`config.mk`:
```
export PLATFORM = sky130hd
export DESIGN_NAME = all_or_nothing_block_claim
export DESIGN_NICKNAME = d
export VERILOG_FILES = /design/src/design/aonb_pkg.sv /design/src/design/aonb_ram.sv /design/src/design/aonb_fifo.sv /design/src/design/aonb_front.sv /design/src/design/aonb_back.sv /design/src/design/all_or_nothing_block_claim.sv
export SDC_FILE = /design/constraint.sdc
export NUM_CORES = 1
export LEC_CHECK = 0
export BUFFER_PORTS_ARGS = -buffer_cell sky130_fd_sc_hd__buf_2
export CAP_MARGIN = 15
export CORE_ASPECT_RATIO = 0.6
export CORE_UTILIZATION = 55
export CTS_CLUSTER_SIZE = 12
export DETAILED_ROUTE_END_ITERATION = 7
export GPL_TIMING_DRIVEN = 0
export PLACE_DENSITY = 0.74
export SLEW_MARGIN = 20
export SYNTH_ARGS = -nofsm -noshare
export SYNTH_HDL_FRONTEND = slang
export SYNTH_HIERARCHICAL = 1
export SYNTH_SLANG_ARGS = --single-unit
```
`constraint.sdc`:
```
create_clock -name clk_i -period 3.8 [get_ports clk_i]
set_input_delay 0.19 -clock clk_i [delete_from_list [all_inputs] [get_ports clk_i]]
set_output_delay 0.19 -clock clk_i [all_outputs]
set_load 0.01 [all_outputs]
```
`src/design/aonb_pkg.sv`:
```
// shared types and constants for the all-or-nothing block claim
// no dependencies; imported by every module of the block but the RAM

package aonb_pkg;

  localparam int NUM_BLOCKS         = 128;
  localparam int MAX_REQUEST_BLOCKS = 32;
  localparam int NUM_FILES          = 16;

  localparam int BLK_W   = $clog2(NUM_BLOCKS);
  localparam int FILE_W  = $clog2(NUM_FILES);
  localparam int TOTAL_W = 8;
  localparam int PEND_AW = (MAX_REQUEST_BLOCKS > 1) ? $clog2(MAX_REQUEST_BLOCKS) : 1;
  localparam int CNT_W   = $clog2(MAX_REQUEST_BLOCKS + 1);

  localparam logic [TOTAL_W-1:0] TOTAL_RESET = TOTAL_W'(128);

  typedef enum logic [1:0] {
    VERDICT_GRANTED  = 2'd0,
    VERDICT_IN_USE   = 2'd1,
    VERDICT_RANGE    = 2'd2,
    VERDICT_TOO_LONG = 2'd3
  } verdict_e;

  // one finished request handed from front to back
  typedef struct packed {
    logic [FILE_W-1:0] file;
    verdict_e          verdict;
    logic [CNT_W-1:0]  count;
  } cmd_t;

  // pending buffer write port
  typedef struct packed {
    logic               en;
    logic [PEND_AW-1:0] addr;
    logic [BLK_W-1:0]   data;
  } pend_wr_t;

  // pending buffer read port
  typedef struct packed {
    logic               en;
    logic [PEND_AW-1:0] addr;
  } pend_rd_t;

  // mark one block as owned
  typedef struct packed {
    logic             valid;
    logic [BLK_W-1:0] idx;
  } set_t;

endpackage

```
`src/design/aonb_ram.sv`:
```
// generic single write, single read RAM with registered read data
// no dependencies

module aonb_ram #(
  parameter int WIDTH = 8,
  parameter int DEPTH = 32
) (
  input  logic                     clk_i,
  input  logic                     we_i,
  input  logic [$clog2(DEPTH)-1:0] waddr_i,
  input  logic [WIDTH-1:0]         wdata_i,
  input  logic                     re_i,
  input  logic [$clog2(DEPTH)-1:0] raddr_i,
  output logic [WIDTH-1:0]         rdata_o
);

  logic [WIDTH-1:0] mem_q [DEPTH];
  logic [WIDTH-1:0] rdata_q;

  always_ff @(posedge clk_i) begin
    if (we_i) begin
      mem_q[waddr_i] <= wdata_i;
    end
    if (re_i) begin
      rdata_q <= mem_q[raddr_i];
    end
  end

  assign rdata_o = rdata_q;

endmodule

```
`src/design/aonb_fifo.sv`:
```
// two-entry command queue between the front and the back
// depends on aonb_pkg

module aonb_fifo import aonb_pkg::*; (
  input  logic clk_i,
  input  logic rst_ni,
  input  logic push_i,
  input  cmd_t data_i,
  input  logic pop_i,
  output cmd_t data_o,
  output logic full_o,
  output logic empty_o
);

  cmd_t       entry_q [2];
  logic       wr_ptr_q, wr_ptr_d;
  logic       rd_ptr_q, rd_ptr_d;
  logic [1:0] cnt_q, cnt_d;
  logic       do_push, do_pop;

  assign full_o  = (cnt_q == 2'd2);
  assign empty_o = (cnt_q == 2'd0);
  assign data_o  = entry_q[rd_ptr_q];
  assign do_push = push_i & ~full_o;
  assign do_pop  = pop_i & ~empty_o;

  always_comb begin
    wr_ptr_d = wr_ptr_q ^ do_push;
    rd_ptr_d = rd_ptr_q ^ do_pop;
    cnt_d    = cnt_q + {1'b0, do_push} - {1'b0, do_pop};
  end

  always_ff @(posedge clk_i) begin
    if (do_push) begin
      entry_q[wr_ptr_q] <= data_i;
    end
  end

  always_ff @(posedge clk_i or negedge rst_ni) begin
    if (!rst_ni) begin
      wr_ptr_q <= 1'b0;
      rd_ptr_q <= 1'b0;
      cnt_q    <= 2'd0;
    end else begin
      wr_ptr_q <= wr_ptr_d;
      rd_ptr_q <= rd_ptr_d;
      cnt_q    <= cnt_d;
    end
  end

endmodule

```
`src/design/aonb_front.sv`:
```
// front: accepts request items, checks each block, buffers it, closes requests
// depends on aonb_pkg; holds the block ownership bitmap

module aonb_front import aonb_pkg::*; (
  input  logic               clk_i,
  input  logic               rst_ni,
  input  logic               in_valid_i,
  output logic               in_stall_o,
  input  logic [FILE_W-1:0]  file_number_i,
  input  logic [BLK_W-1:0]   block_number_i,
  input  logic               has_block_i,
  input  logic               last_of_request_i,
  input  logic [TOTAL_W-1:0] total_blocks_i,
  input  logic               back_busy_i,
  input  logic               cmd_full_i,
  input  set_t               set_i,
  output pend_wr_t           pend_wr_o,
  output logic               cmd_push_o,
  output cmd_t               cmd_o
);

  logic [NUM_BLOCKS-1:0] used_q;
  logic [CNT_W-1:0]      count_q, count_item;
  verdict_e              fault_q, fault_item;
  logic                  accept, take, out_of_range;

  assign in_stall_o = back_busy_i | cmd_full_i;
  assign accept     = in_valid_i & ~in_stall_o;

  assign out_of_range =
      ({{(TOTAL_W){1'b0}}, block_number_i} >= {{(BLK_W){1'b0}}, total_blocks_i}) ||
      ({1'b0, block_number_i} >= (BLK_W+1)'(NUM_BLOCKS));

  // range first, then length, then ownership
  always_comb begin
    fault_item = fault_q;
    take       = 1'b0;
    if (has_block_i && (fault_q == VERDICT_GRANTED)) begin
      if (out_of_range) begin
        fault_item = VERDICT_RANGE;
      end else if (count_q >= CNT_W'(MAX_REQUEST_BLOCKS)) begin
        fault_item = VERDICT_TOO_LONG;
      end else if (used_q[block_number_i]) begin
        fault_item = VERDICT_IN_USE;
      end else begin
        take = 1'b1;
      end
    end
    count_item = count_q + CNT_W'(take);
  end

  always_comb begin
    pend_wr_o.en   = accept & take;
    pend_wr_o.addr = count_q[PEND_AW-1:0];
    pend_wr_o.data = block_number_i;
    cmd_push_o     = accept & last_of_request_i;
    cmd_o.file     = file_number_i;
    cmd_o.verdict  = fault_item;
    cmd_o.count    = count_item;
  end

  always_ff @(posedge clk_i or negedge rst_ni) begin
    if (!rst_ni) begin
      count_q <= '0;
      fault_q <= VERDICT_GRANTED;
    end else if (accept) begin
      if (last_of_request_i) begin
        count_q <= '0;
        fault_q <= VERDICT_GRANTED;
      end else begin
        count_q <= count_item;
        fault_q <= fault_item;
      end
    end
  end

  always_ff @(posedge clk_i or negedge rst_ni) begin
    if (!rst_ni) begin
      used_q <= '0;
    end else if (set_i.valid) begin
      used_q[set_i.idx] <= 1'b1;
    end
  end

endmodule

```
`src/design/aonb_back.sv`:
```
// back: takes closed requests, commits granted blocks, presents the verdict
// depends on aonb_pkg

module aonb_back import aonb_pkg::*; (
  input  logic              clk_i,
  input  logic              rst_ni,
  input  logic              cmd_empty_i,
  input  cmd_t              cmd_i,
  output logic              cmd_pop_o,
  output pend_rd_t          pend_rd_o,
  input  logic [BLK_W-1:0]  pend_rdata_i,
  output set_t              set_o,
  output logic              busy_o,
  output logic              out_valid_o,
  input  logic              out_stall_i,
  output logic [FILE_W-1:0] granted_file_o,
  output logic [1:0]        verdict_o
);

  localparam logic [1:0] S_IDLE  = 2'd0;
  localparam logic [1:0] S_SWEEP = 2'd1;
  localparam logic [1:0] S_FLUSH = 2'd2;
  localparam logic [1:0] S_HOLD  = 2'd3;

  logic [1:0]        state_q, state_d;
  logic [CNT_W-1:0]  idx_q, idx_d;
  logic              rd_v_q;
  cmd_t              cur_q, cur_d;
  logic              out_valid_q, out_valid_d;
  logic [FILE_W-1:0] out_file_q, out_file_d;
  logic [1:0]        out_verdict_q, out_verdict_d;
  logic              out_free;

  assign out_free  = ~out_valid_q | ~out_stall_i;
  assign cmd_pop_o = (state_q == S_IDLE) & ~cmd_empty_i;
  assign busy_o    = ~cmd_empty_i | (state_q == S_SWEEP) | (state_q == S_FLUSH);

  assign pend_rd_o.en   = (state_q == S_SWEEP);
  assign pend_rd_o.addr = idx_q[PEND_AW-1:0];
  // read data is registered and lands in the cycle after its address
  assign set_o.valid    = rd_v_q;
  assign set_o.idx      = pend_rdata_i;

  always_comb begin
    state_d       = state_q;
    idx_d         = idx_q;
    cur_d         = cur_q;
    out_valid_d   = out_valid_q & out_stall_i;
    out_file_d    = out_file_q;
    out_verdict_d = out_verdict_q;
    case (state_q)
      S_IDLE: begin
        if (!cmd_empty_i) begin
          cur_d = cmd_i;
          idx_d = '0;
          if ((cmd_i.verdict == VERDICT_GRANTED) && (cmd_i.count != '0)) begin
            state_d = S_SWEEP;
          end else begin
            state_d = S_HOLD;
          end
        end
      end
      S_SWEEP: begin
        idx_d = idx_q + CNT_W'(1);
        if (idx_d == cur_q.count) begin
          state_d = S_FLUSH;
        end
      end
      S_FLUSH: begin
        state_d = S_HOLD;
      end
      S_HOLD: begin
        if (out_free) begin
          out_valid_d   = 1'b1;
          out_file_d    = cur_q.file;
          out_verdict_d = cur_q.verdict;
          state_d       = S_IDLE;
        end
      end
      default: begin
        state_d = S_IDLE;
      end
    endcase
  end

  always_ff @(posedge clk_i) begin
    cur_q         <= cur_d;
    idx_q         <= idx_d;
    out_file_q    <= out_file_d;
    out_verdict_q <= out_verdict_d;
  end

  always_ff @(posedge clk_i or negedge rst_ni) begin
    if (!rst_ni) begin
      state_q     <= S_IDLE;
      rd_v_q      <= 1'b0;
      out_valid_q <= 1'b0;
    end else begin
      state_q     <= state_d;
      rd_v_q      <= (state_q == S_SWEEP);
      out_valid_q <= out_valid_d;
    end
  end

  assign out_valid_o    = out_valid_q;
  assign granted_file_o = out_file_q;
  assign verdict_o      = out_verdict_q;

endmodule

```
`src/design/all_or_nothing_block_claim.sv`:
```
// top level of the all-or-nothing block claim
// depends on aonb_pkg, aonb_front, aonb_fifo, aonb_back, aonb_ram
//
// usage
// - input channel (in_valid_i / in_stall_o): one transaction per block of a
//   request; has_block_i low adds no block, last_of_request_i closes the request
// - output channel (out_valid_o / out_stall_i): one transaction per closed
//   request carrying the file number of the final item and the verdict
//   (granted, block in use, out of range, request too long)
// - cfg_we_i / cfg_wdata_i set total_blocks, reset value 128; write while idle
// - each block item is checked in the front against the ownership bitmap
//   and stored in a 32-entry pending RAM
// - a granted request of N blocks is committed by the back reading the
//   pending RAM one entry per cycle, then a flush step for the last write;
//   an empty or refused request skips both, then the verdict is registered
// - the commit does not overlap the input: items of the next request are
//   held off until the commit writes are done
// - the output register frees the back from a stalled receiver: the next
//   request can be taken while a verdict still waits
// - reset marks every block free and clears any open request

module all_or_nothing_block_claim import aonb_pkg::*; (
  input  logic               clk_i,
  input  logic               rst_ni,
  input  logic               in_valid_i,
  output logic               in_stall_o,
  input  logic [FILE_W-1:0]  file_number_i,
  input  logic [BLK_W-1:0]   block_number_i,
  input  logic               has_block_i,
  input  logic               last_of_request_i,
  output logic               out_valid_o,
  input  logic               out_stall_i,
  output logic [FILE_W-1:0]  granted_file_o,
  output logic [1:0]         verdict_o,
  input  logic               cfg_we_i,
  input  logic [TOTAL_W-1:0] cfg_wdata_i
);

  logic [TOTAL_W-1:0] total_blocks_q;
  pend_wr_t           pend_wr;
  pend_rd_t           pend_rd;
  logic [BLK_W-1:0]   pend_rdata;
  set_t               set;
  cmd_t               cmd_in, cmd_out;
  logic               cmd_push, cmd_pop, cmd_full, cmd_empty;
  logic               back_busy;

  // total_blocks config register
  always_ff @(posedge clk_i or negedge rst_ni) begin
    if (!rst_ni) begin
      total_blocks_q <= TOTAL_RESET;
    end else if (cfg_we_i) begin
      total_blocks_q <= cfg_wdata_i;
    end
  end

  // front: check and buffer each block
  aonb_front u_front (
    .clk_i             (clk_i),
    .rst_ni            (rst_ni),
    .in_valid_i        (in_valid_i),
    .in_stall_o        (in_stall_o),
    .file_number_i     (file_number_i),
    .block_number_i    (block_number_i),
    .has_block_i       (has_block_i),
    .last_of_request_i (last_of_request_i),
    .total_blocks_i    (total_blocks_q),
    .back_busy_i       (back_busy),
    .cmd_full_i        (cmd_full),
    .set_i             (set),
    .pend_wr_o         (pend_wr),
    .cmd_push_o        (cmd_push),
    .cmd_o             (cmd_in)
  );

  // pending block buffer of the open request
  aonb_ram #(
    .WIDTH (BLK_W),
    .DEPTH (MAX_REQUEST_BLOCKS)
  ) u_pend_ram (
    .clk_i   (clk_i),
    .we_i    (pend_wr.en),
    .waddr_i (pend_wr.addr),
    .wdata_i (pend_wr.data),
    .re_i    (pend_rd.en),
    .raddr_i (pend_rd.addr),
    .rdata_o (pend_rdata)
  );

  // closed requests waiting for the back
  aonb_fifo u_cmd_fifo (
    .clk_i   (clk_i),
    .rst_ni  (rst_ni),
    .push_i  (cmd_push),
    .data_i  (cmd_in),
    .pop_i   (cmd_pop),
    .data_o  (cmd_out),
    .full_o  (cmd_full),
    .empty_o (cmd_empty)
  );

  // back: commit and report
  aonb_back u_back (
    .clk_i          (clk_i),
    .rst_ni         (rst_ni),
    .cmd_empty_i    (cmd_empty),
    .cmd_i          (cmd_out),
    .cmd_pop_o      (cmd_pop),
    .pend_rd_o      (pend_rd),
    .pend_rdata_i   (pend_rdata),
    .set_o          (set),
    .busy_o         (back_busy),
    .out_valid_o    (out_valid_o),
    .out_stall_i    (out_stall_i),
    .granted_file_o (granted_file_o),
    .verdict_o      (verdict_o)
  );

`ifndef SYNTH
  // a request is only closed while no earlier one is still queued
  a_push_into_empty: assert property (@(posedge clk_i) disable iff (!rst_ni)
    cmd_push |-> cmd_empty)
    else $error("request closed while another is still queued");

  // commit writes never overlap an accepted block
  a_no_accept_in_commit: assert property (@(posedge clk_i) disable iff (!rst_ni)
    set.valid |-> !(in_valid_i && !in_stall_o))
    else $error("item accepted during commit");

  // pending buffer is never read and written in the same cycle
  a_pend_ports_apart: assert property (@(posedge clk_i) disable iff (!rst_ni)
    pend_rd.en |-> !pend_wr.en)
    else $error("pending buffer read and written together");
`endif

endmodule

```
### Word level (Yosys, flattened, before mapping)

Memories as Yosys holds them, arrays and structs flattened. A register that Yosys moved wholly into a read port is not among the register bits.
Index checks and enable logic that the tools add are counted.

* memories kept: 2
* bits in writable memories: 248
* input bits: 26
* bits in registers: 176
* word-level logic and storage cells: 94

* $lt $le $gt $ge: 5
* bitwise logic cells: 19
* add/sub/neg operators: 4
* equality and inequality tests: 8
* mux-type cells: 27
* reductions and logical operators: 13

Memories
* u_pend_ram.mem_q: depth 32, bits a word 7, rd ports 1, clocked after memory_dff 1, wr ports 1, RTL line aonb_ram.sv:17 `logic [WIDTH-1:0] mem_q [DEPTH];`
* u_cmd_fifo.entry_q: depth 2, bits a word 12, rd ports 1, clocked after memory_dff 0, wr ports 1, RTL line aonb_fifo.sv:15 `cmd_t entry_q [2];`

Operators with widths (count)
* bitwise OR 128 bit: 1
* 2-to-1 mux 2 bit: 9
* less-than comparator 7 x 8 -> 1 bit, second input constant: 2
* 2-to-1 mux 1 bit: 12
* 2-to-1 mux 6 bit: 2
* one-hot mux 6 bit (2 select lines): 1
* >= comparator 7 x 8 -> 1 bit: 1
* zero test 2 bit: 4
* one-hot mux 2 bit (4 select lines): 1
* bitwise AND 1 bit: 7
* binary-select mux 1 bit (select 7 bit): 1
* demux 1 bit (select 7 bit): 1
* >= comparator 7 x 1 -> 1 bit, second input constant: 1
* adder 6 x 1 -> 6 bit: 1
* adder 6 x 1 -> 6 bit, second input constant: 1
* == test 2 bit, second input constant: 3
* == test 6 bit: 1
* >= comparator 6 bit, second input constant: 1
* AND reduction 2 bit: 3
* nonzero test 6 bit: 1
* inverter 1 bit: 5
* inequality test 2 x 1 -> 1 bit, second input constant: 2
* bitwise OR 1 bit: 4
* logical AND 1 bit: 3
* 7 further kinds: 8

### Longest topological paths before layout

Gate-level depths: netlist (run 1).

* word-level depth: 11
* gate-level depth with buffers: 17
* depth with buffers taken out: 14

### Modules after synthesis

The synthesis (run 1) kept the hierarchy.

Modules (own cells, without submodules)
* aonb_ram: area each 8903.5 um^2, times used 1, cells an instance 370
* aonb_front: area each 6351.1 um^2, times used 1, cells an instance 498
* aonb_back: area each 1362.6 um^2, times used 1, cells an instance 98
* aonb_fifo: area each 1119.8 um^2, times used 1, cells an instance 57
* all_or_nothing_block_claim: area each 332.8 um^2, times used 1, cells an instance 17

### Least setup slack after synthesis (run 1)

OpenSTA, ideal clock, no wires.

* path type: in2reg
* start point: in block_number_i[0]
* end point: mem u_pend_ram/mem_q[0][0] in the netlist's numbering, enable pin
* setup time: 0.360 ns
* data required time: 3.440 ns
* slack: -0.055 ns
* stages on the path: 16
* buffers on the path: 5
* data arrival time: 3.495 ns
* cell sequence: buf_6 buf_12 buf_2 buf_2 inv_1 ha_1 nand2b_1 a21o_1 a21oi_1 o21ai_1 a2111o_1 a21boi_2 and2_1 or3b_2 clkbuf_1 nor2_1

RTL lines
* start: declaration: RTL line all_or_nothing_block_claim.sv:28 `input logic [BLK_W-1:0] block_number_i,`
* end: declaration: RTL line aonb_ram.sv:17

==> results of run 1 <==
[logic make-up (layout without fill, tap and decap cells)]
kind of cell / Yosys count / in the layout
flops: 431 / 431
compound gates: 167 / 167
simple gates: 167 / 167
mux: 145 / 145
buf+inv: 93 / 218
xor+xnor: 19 / 19
fa+ha+maj: 18 / 18
[what timing repair did]
item,4_1_cts,5_1_grt
resized for setup,58,9
setup endpoints to repair,224,175
hold buffers,23,0
pin swaps,5,6
setup buffers,4,4
endpoints found under the hold margin,87,0
[layer usage]
layer	track usage [%]	part of all wire (%)
met4	5.64	1.5
met3	7.76	10
met1	38.5	46
met5	0	0
met2	34.0	42
[state kept, by name, indices dropped and copies added, names as in the netlist]
signal / cells
u_back/rd_v_q: 1
u_cmd_fifo/wr_ptr_q: 1
u_front/count_q: 6
u_back/idx_q: 6
u_back/cur_q: 12
u_front/used_q: 128
u_pend_ram/rdata_o: 7
u_cmd_fifo/rd_ptr_q: 1
u_pend_ram/mem_q: 224
u_front/fault_q: 2
u_back/out_valid_o: 1
u_cmd_fifo/entry_q: 24
u_cmd_fifo/cnt_q: 2
u_back/granted_file_o: 4
u_back/verdict_o: 2
u_back/state_q: 2
total_blocks_q: 8
[worst reg2reg max path, delay by kind of cell, from the launching register on]
kind / cells / cell delay [ns]
multiplexers: 2 / 1.01
AO/OA/AOI/OAI: 3 / 0.85
AND/OR/NAND/NOR: 4 / 1.13
flip-flops: 1 / 0.39
[layout by cell type, fill, tap and decap left out, types with 10 or more instances in the layout]
master and n:
a21o_1 90, buf_2 32, buf_4 34, clkbuf_1 40, clkbuf_16 45, dfrtp_1 151, dlygate4sd3_1 23, edfxtp_1 279
ha_1 18, inv_1 19, mux2_2 13, mux2_4 17, mux2i_1 17, mux4_2 91, nand2_1 23, nand2b_1 13
nand3_1 13, nor2_1 32, nor2_2 10, nor2_4 23, o21bai_1 41, xnor2_1 10
[metrics by stage]
stage / TNS [ns] / area (sq um) / worst slack [ns] / instances / utilization (%)
final: 0 / 20600 / 0.0837 / 1581 / 64.9
after detailed placement: -280.83 / 18800 / -1.50 / 1485 / 59.2
after floorplan: -2.90 / 18100 / -0.0552 / 1040 / -
after CTS: -1.11 / 20500 / -0.0608 / 1577 / 64.6
after global routing: 0 / 20600 / 0.00733 / 1581 / 64.9
after global placement: -267.07 / 18700 / -1.42 / 1483 / 59.0
[power breakdown]
group / total (mW) / switching (mW) / internal [mW]
sequential: 5.96 / 0.314 / 5.65
combinational: 3.90 / 2.06 / 1.84
clock: 3.80 / 1.64 / 2.17
[final cells by class]
class	instances	area share [%]
timing repair buffer	60	2.52
sequential	431	59.2
clock inverter	2	0.0365
clock buffer	64	5.87
multi-input combinational	516	27.2
tap	416	2.53
inverter	20	0.365
buffer	72	2.30
[worst paths after layout]
| path | from | endpoint | slack [ns] | cells after the start |
|---|---|---|---|---|
| min reg2reg | u_back/cur_q[6] | u_back/verdict_o[0] | 0.42 | 0 |
| max in group asynchronous | rst_ni | u_front/used_q[85] | 2.78 | 3 |
| max | u_front/used_q[71] | u_pend_ram/mem_q[20][3] | 0.08 | 9 |
| min in group asynchronous | rst_ni | u_back/state_q[1] | 0.16 | 2 |
| min | block_number_i[0] | u_pend_ram/mem_q[25][0] | 0.09 | 1 |
| max reg2reg | u_front/used_q[71] | u_pend_ram/mem_q[20][3] | 0.08 | 9 |
==> impl_metrics.csv, run 1 <==
group,metric,value,unit
timing,post-route-period-util,97.8,%
synthesis,netlist_area,0.0181,sq mm
clock_network,clk_pin_slew,0.06,ns
timing,maxSlewHeadroom,22.7,%
final_layout,multiInputGateArea,0.00560,sq mm
placement,dp_hpwl,26100,um
timing,clock_skew,0.0187,ns
setup_path,cp_common_cell,"mux4_2",
setup_path,path_buf_inv,0,
setup_path,critical_path_arrival,3.94,ns
synthesis,async_reset_ff_share,35.3,%
timing,tightest_slew,1.15,ns
setup_path,crit_chain,"mux4_2 > mux4_2 > nand2_1 > o2111ai_2 > a2111oi_4 > a21boi_2 > and2_4 > or3b_4 > nor2_4",
synthesis,synth_flop_cell,"edfxtp_1",
synthesis,yosys.area_share.xor_xnor,1.16,%
global_route,grt_antenna_before_repair,0,
flow_run,maxCapViolCount,0,
clock_network,root_buffer,"clkbuf_16",
clock_network,cts_tree,"yes",
die,die_w,236,um
setup_path,slowest_stage,"mux4_2",
routing,ant_nets,0,
final_layout,regArea,0.0122,sq mm
final_layout,fillers,2132,
timing,slew_viol_final,0,
die,core,0.0317,sq mm
global_route,grt_remaining_overflow,0,
die,start_util,57.0,%
synthesis,syn_area_per_cell,17.4,sq um
power,p_per_area,664,mW/mm^2
synthesis,synth_area_leaders,"edfxtp_1, dfrtp_1, mux4_2",
routing,first_pass_iters,6,
synthesis,synth-compound-area-share,7.04,%
routing,drt_iter0_drc,1063,
synthesis,synth_warnings,6,
synthesis,synth_cells,1040,
synthesis,synth_cell_types,65,
routing,vias_per_cell,6.26,
synthesis,ys_seq_area_share,67.4,%
final_layout,syn_to_final_growth,13.9,%
setup_path,setup.worst_path.end_class,"flip-flop",
synthesis,synth-seq-cells,431,
global_route,grt_start_max_net_pins,86,
setup_path,crit_type,"flip-flop to flip-flop",
synthesis,synth_adder_area_share,1.25,%
timing,finalSetupViolations,0,
synthesis,yosys.area_share.simple,4.60,%
placement,gp_congestion,0.905,
power,leakagePower,8.36,nW
clock_network,numCtsBuffers,42,
setup_path,cpPeakStageDelay,0.53,ns
global_route,grt_pass1_wl,61300,um
placement,io_buffer_count,27,
power,p_total,13.7,mW
clock_network,clk_latency,0.55,ns
timing,fmax,269,MHz
global_route,first_global_vias,9948,
final_layout,layout-drive-gt1-share,25.9,%
timing,hold_slack,0.0901,ns
synthesis,yosysTopAreaCellShare,46.4,%
synthesis,synth_most_common_cell,"edfxtp_1",
synthesis,ys_top_cells_by_count,"edfxtp_1, dfrtp_1, mux4_2",
synthesis,yosys.area.top_type,"edfxtp_1",
die,io_pins,34,
min_path,hold_class,"input port to flip-flop",
run_status,status,"completed",
routing,drc_errors,0,
routing,wirelength,40100,um
clock_network,clkSinkCount,431,
setup_path,required,4.02,ns
timing,hold_viol,0,
setup_path,critical-path-top-delay-family,"simple AND/OR/NAND/NOR gates",
routing,wl_per_cell,25.4,um
setup_path,critical_path.max_fanout,8,
synthesis,syn-num-nets,1084,
global_route,grt_use_total,24.8,%
clock_network,cts_buffer_depth,3,
die,die_h,142,um
final_layout,nets,1187,
routing,num_vias,9894,
power,ir_drop,0.000345,V
setup_path,start_kind,"flip-flop",
synthesis,synth_mux_area_share,15.5,%
timing,min_period,3.72,ns
synthesis,synth_edf_count,279,
clock_network,htreeDepth,2,
timing,rsz0062_at_grt,"no",
final_layout,n_antenna_cell,0,
die,die-area,0.0336,sq mm
synthesis,synth_top_family_by_area,"multiplexers",
die,num_rows,50,
(Power assumes the default switching activity.)
==> run 2: changes to the inputs <==
- PLACE_DENSITY: 0.74 -> 0.85
- SYNTH_HIERARCHICAL: 1 -> default
- TNS_END_PERCENT: default -> 1
==> run 2 against run 1 <==
Setup slack better by 0.11 ns. Core utilization down 1.4 points. Cell count down 1.3%.
==> impl_metrics.csv, run 2 <==
group,metric,value,unit
timing,hold_viol,0,
final_layout,fillers,2095,
setup_path,critical_path_arrival,3.79,ns
die,io_pins,34,
synthesis,syn-num-nets,1076,
min_path,hold_class,"input port to flip-flop",
placement,io_buffer_count,33,
routing,first_pass_iters,6,
setup_path,path_buf_inv,4,
setup_path,critical-path-top-delay-family,"compound AO/OA/AOI/OAI gates",
synthesis,ys_top_cells_by_count,"edfxtp_1, dfrtp_1, mux4_2",
final_layout,nets,1172,
timing,slew_viol_final,0,
routing,ant_nets,0,
setup_path,r2r-start,"u_back.state_q[1]",
setup_path,crit_chain,"clkbuf_4 > clkbuf_2 > buf_4 > buf_2 > mux4_2 > a22oi_1 > nand3_1 > a22oi_1 > o211a_2 > o2111ai_4 > nor2_2",
synthesis,synth_cells,1031,
timing,maxSlewHeadroom,26.7,%
clock_network,cts_buffer_depth,3,
setup_path,slowest_stage,"nor2_2",
final_layout,largest_reg_flops,224,
final_layout,design_area,0.0199,sq mm
routing,drt_iter0_drc,1623,
clock_network,numCtsBuffers,41,
synthesis,ys_seq_area_share,69.1,%
final_layout,regMostFlops,"u_pend_ram.mem_q",
timing,min_period,3.61,ns
power,ir_drop,0.000345,V
setup_path,critical_path.max_fanout,34,
synthesis,synth_most_common_cell,"edfxtp_1",
timing,setup_slack,0.193,ns
final_layout,layout-drive-gt1-share,21.8,%
global_route,grt_remaining_overflow,0,
die,die_w,233,um
synthesis,synth_edf_count,279,
synthesis,syn_area_per_cell,17.1,sq um
synthesis,synth_warnings,0,
synthesis,netlist_area,0.0176,sq mm
final_layout,syn_to_final_growth,12.9,%
die,die-area,0.0328,sq mm
placement,place_area,0.0184,sq mm
global_route,grt_pass1_wl,63500,um
synthesis,synth_area_leaders,"edfxtp_1, dfrtp_1, mux4_2",
clock_network,clk_pin_slew,0.06,ns
min_path,min_path_cells,2,
flow_run,maxCapViolCount,0,
timing,clock_skew,0.0194,ns
setup_path,required,3.98,ns
synthesis,async_reset_ff_share,35.3,%
clock_network,cts_tree,"yes",
final_layout,final_common_cell,"edfxtp_1",
routing,wl_met2,18200,um
clock_network,post-cts-setup-buffer-count,0,
global_route,grt_antenna_before_repair,1,
clock_network,htreeDepth,2,
global_route,grt_use_total,26.6,%
die,core,0.0313,sq mm
global_route,first_global_vias,10300,
power,leakagePower,7.87,nW
clock_network,clk_latency,0.55,ns
run_status,status,"completed",
timing,tightest_slew,1.09,ns
setup_path,cp.depth,11,
placement,dp_hpwl,27600,um
setup_path,setup.worst_path.end_class,"flip-flop",
die,num_rows,50,
routing,wl_per_cell,27.0,um
routing,met1_length,17700,um
routing,vias_per_cell,6.63,
setup_path,worst_r2r_path_depth,8,
global_route,grt_start_max_net_pins,85,
routing,top_layer_used,"met4",
routing,wirelength,42100,um
clock_network,root_buffer,"clkbuf_16",
routing,drc_errors,0,
placement,dpl_worst_slack,-1.12,ns
die,start_util,56.3,%
placement,gp_congestion,0.903,
final_layout,largestRegisters,"u_pend_ram.mem_q (224), u_front.used_q (128), u_cmd_fifo.entry_q (24)",
synthesis,yosysTopAreaCellShare,47.5,%
die,die_h,141,um
synthesis,synth_flop_cell,"edfxtp_1",
setup_path,start_kind,"input port",
setup_path,crit_start,"block_number_i[1]",
timing,fmax,277,MHz
setup_path,crit_type,"input port to flip-flop",
power,p_total,12.9,mW
timing,finalSetupViolations,0,
timing,fin_tns_setup,0,ns
setup_path,cpPeakStageDelay,0.55,ns
min_path,min_from,"cfg_we_i",
clock_network,clkSinkCount,431,
power,p_per_area,647,mW/mm^2
routing,num_vias,10300,
synthesis,synth-seq-cells,431,
timing,post-route-period-util,94.9,%
setup_path,cp_common_cell,"a22oi_1",
timing,rsz0062_at_grt,"no",
synthesis,yosys.area.top_type,"edfxtp_1",
final_layout,layout_common_cells,"edfxtp_1, dfrtp_1, mux4_2, a21o_1, clkbuf_1",
routing,met3_wirelength,5360,um
final_layout,n_antenna_cell,0,
synthesis,synth_cell_types,53,
-- run 2: changes by cell type in the layout (fill, tap and decap cells not counted), moves of 10 or more --
| cell | change |
|---|---|
| buf_4 | -32 |
| clkbuf_1 | +15 |
| mux2_4 | -17 |
| nand2_1 | +10 |
| nor2_2 | +11 |
| nor2_4 | -12 |
| nor2b_1 | +10 |
-- run 2: final cells by class --
| type | instances | area [sq um] | share of cell area, % |
|---|---|---|---|
| flip-flops and latches | 431 | 12200 | 61.2 |
| multi-input cells | 533 | 5410 | 27.2 |
| clock buffers | 61 | 1100 | 5.53 |
| well taps | 416 | 520 | 2.62 |
| repair buffers | 53 | 398 | 2.00 |
| plain buffers | 50 | 216 | 1.09 |
| inverters | 17 | 63.8 | 0.321 |
-- run 2: through the flow --
stage	std cells	hold WS [ns]	utilization, %
3_3_place_gp	1480	0.382	58.4
5_1_grt	1561	0.0475	63.5
4_1_cts	1561	0.0263	63.3
2_1_floorplan	1031	-0.106	-
3_5_place_dp	1481	0.178	58.7
6_report	1561	0.0497	63.5
-- run 2: power breakdown --
| part | internal, mW | switching, mW | leakage (nW) |
|---|---|---|---|
| clock | 1.98 | 1.66 | 0.529 |
| sequential | 5.55 | 0.316 | 4.57 |
| combinational | 1.47 | 1.91 | 2.77 |
| total | 9.00 | 3.88 | 7.87 |
-- run 2: routing by layer --
layer | up-vias | track usage, %
li1 | 4190 | -
met1 | 5349 | 40.9
met2 | 727 | 37.6
met3 | 82 | 7.71
met4 | 0 | 6.81
met5 | - | 0
-- run 2: what timing repair did --
action / in CTS / in global routing
resized for setup: 44 / 11
hold buffers: 19 / 0
pin swaps: 0 / 1
hold endpoints to repair: 88 / 0
setup endpoints to repair: 231 / 237
-- run 2: cell families (layout without fill, tap and decap cells) --
group	Yosys count	after routing	share of synthesized area [%]
xor+xnor	17	17	0.844
compound gates	189	189	7.94
fa+ha+maj	19	19	1.35
buf+inv	67	181	1.59
simple gates	173	173	4.69
flops	431	431	69.1
mux	135	135	14.5
-- run 2: path summary, 6_finish.rpt --
kind	slack, ns	end
max	0.19	u_pend_ram.mem_q[14][5]
min	0.05	total_blocks_q[0]
max reg2reg	0.22	u_pend_ram.mem_q[12][2]
min reg2reg	0.42	u_back.granted_file_o[1]
max in group asynchronous	2.82	u_cmd_fifo.cnt_q[1]
min in group asynchronous	0.18	u_front.used_q[71]
-- run 2: worst reg2reg max path: cells and delay by family (launching register included) --
family | cells | cell delay, ns
AO/OA/AOI/OAI | 1 | 0.51
adder cells (fa/ha/maj) | 1 | 0.48
AND/OR/NAND/NOR | 4 | 1.56
buffers and inverters | 2 | 0.33
flip-flops | 1 | 0.39
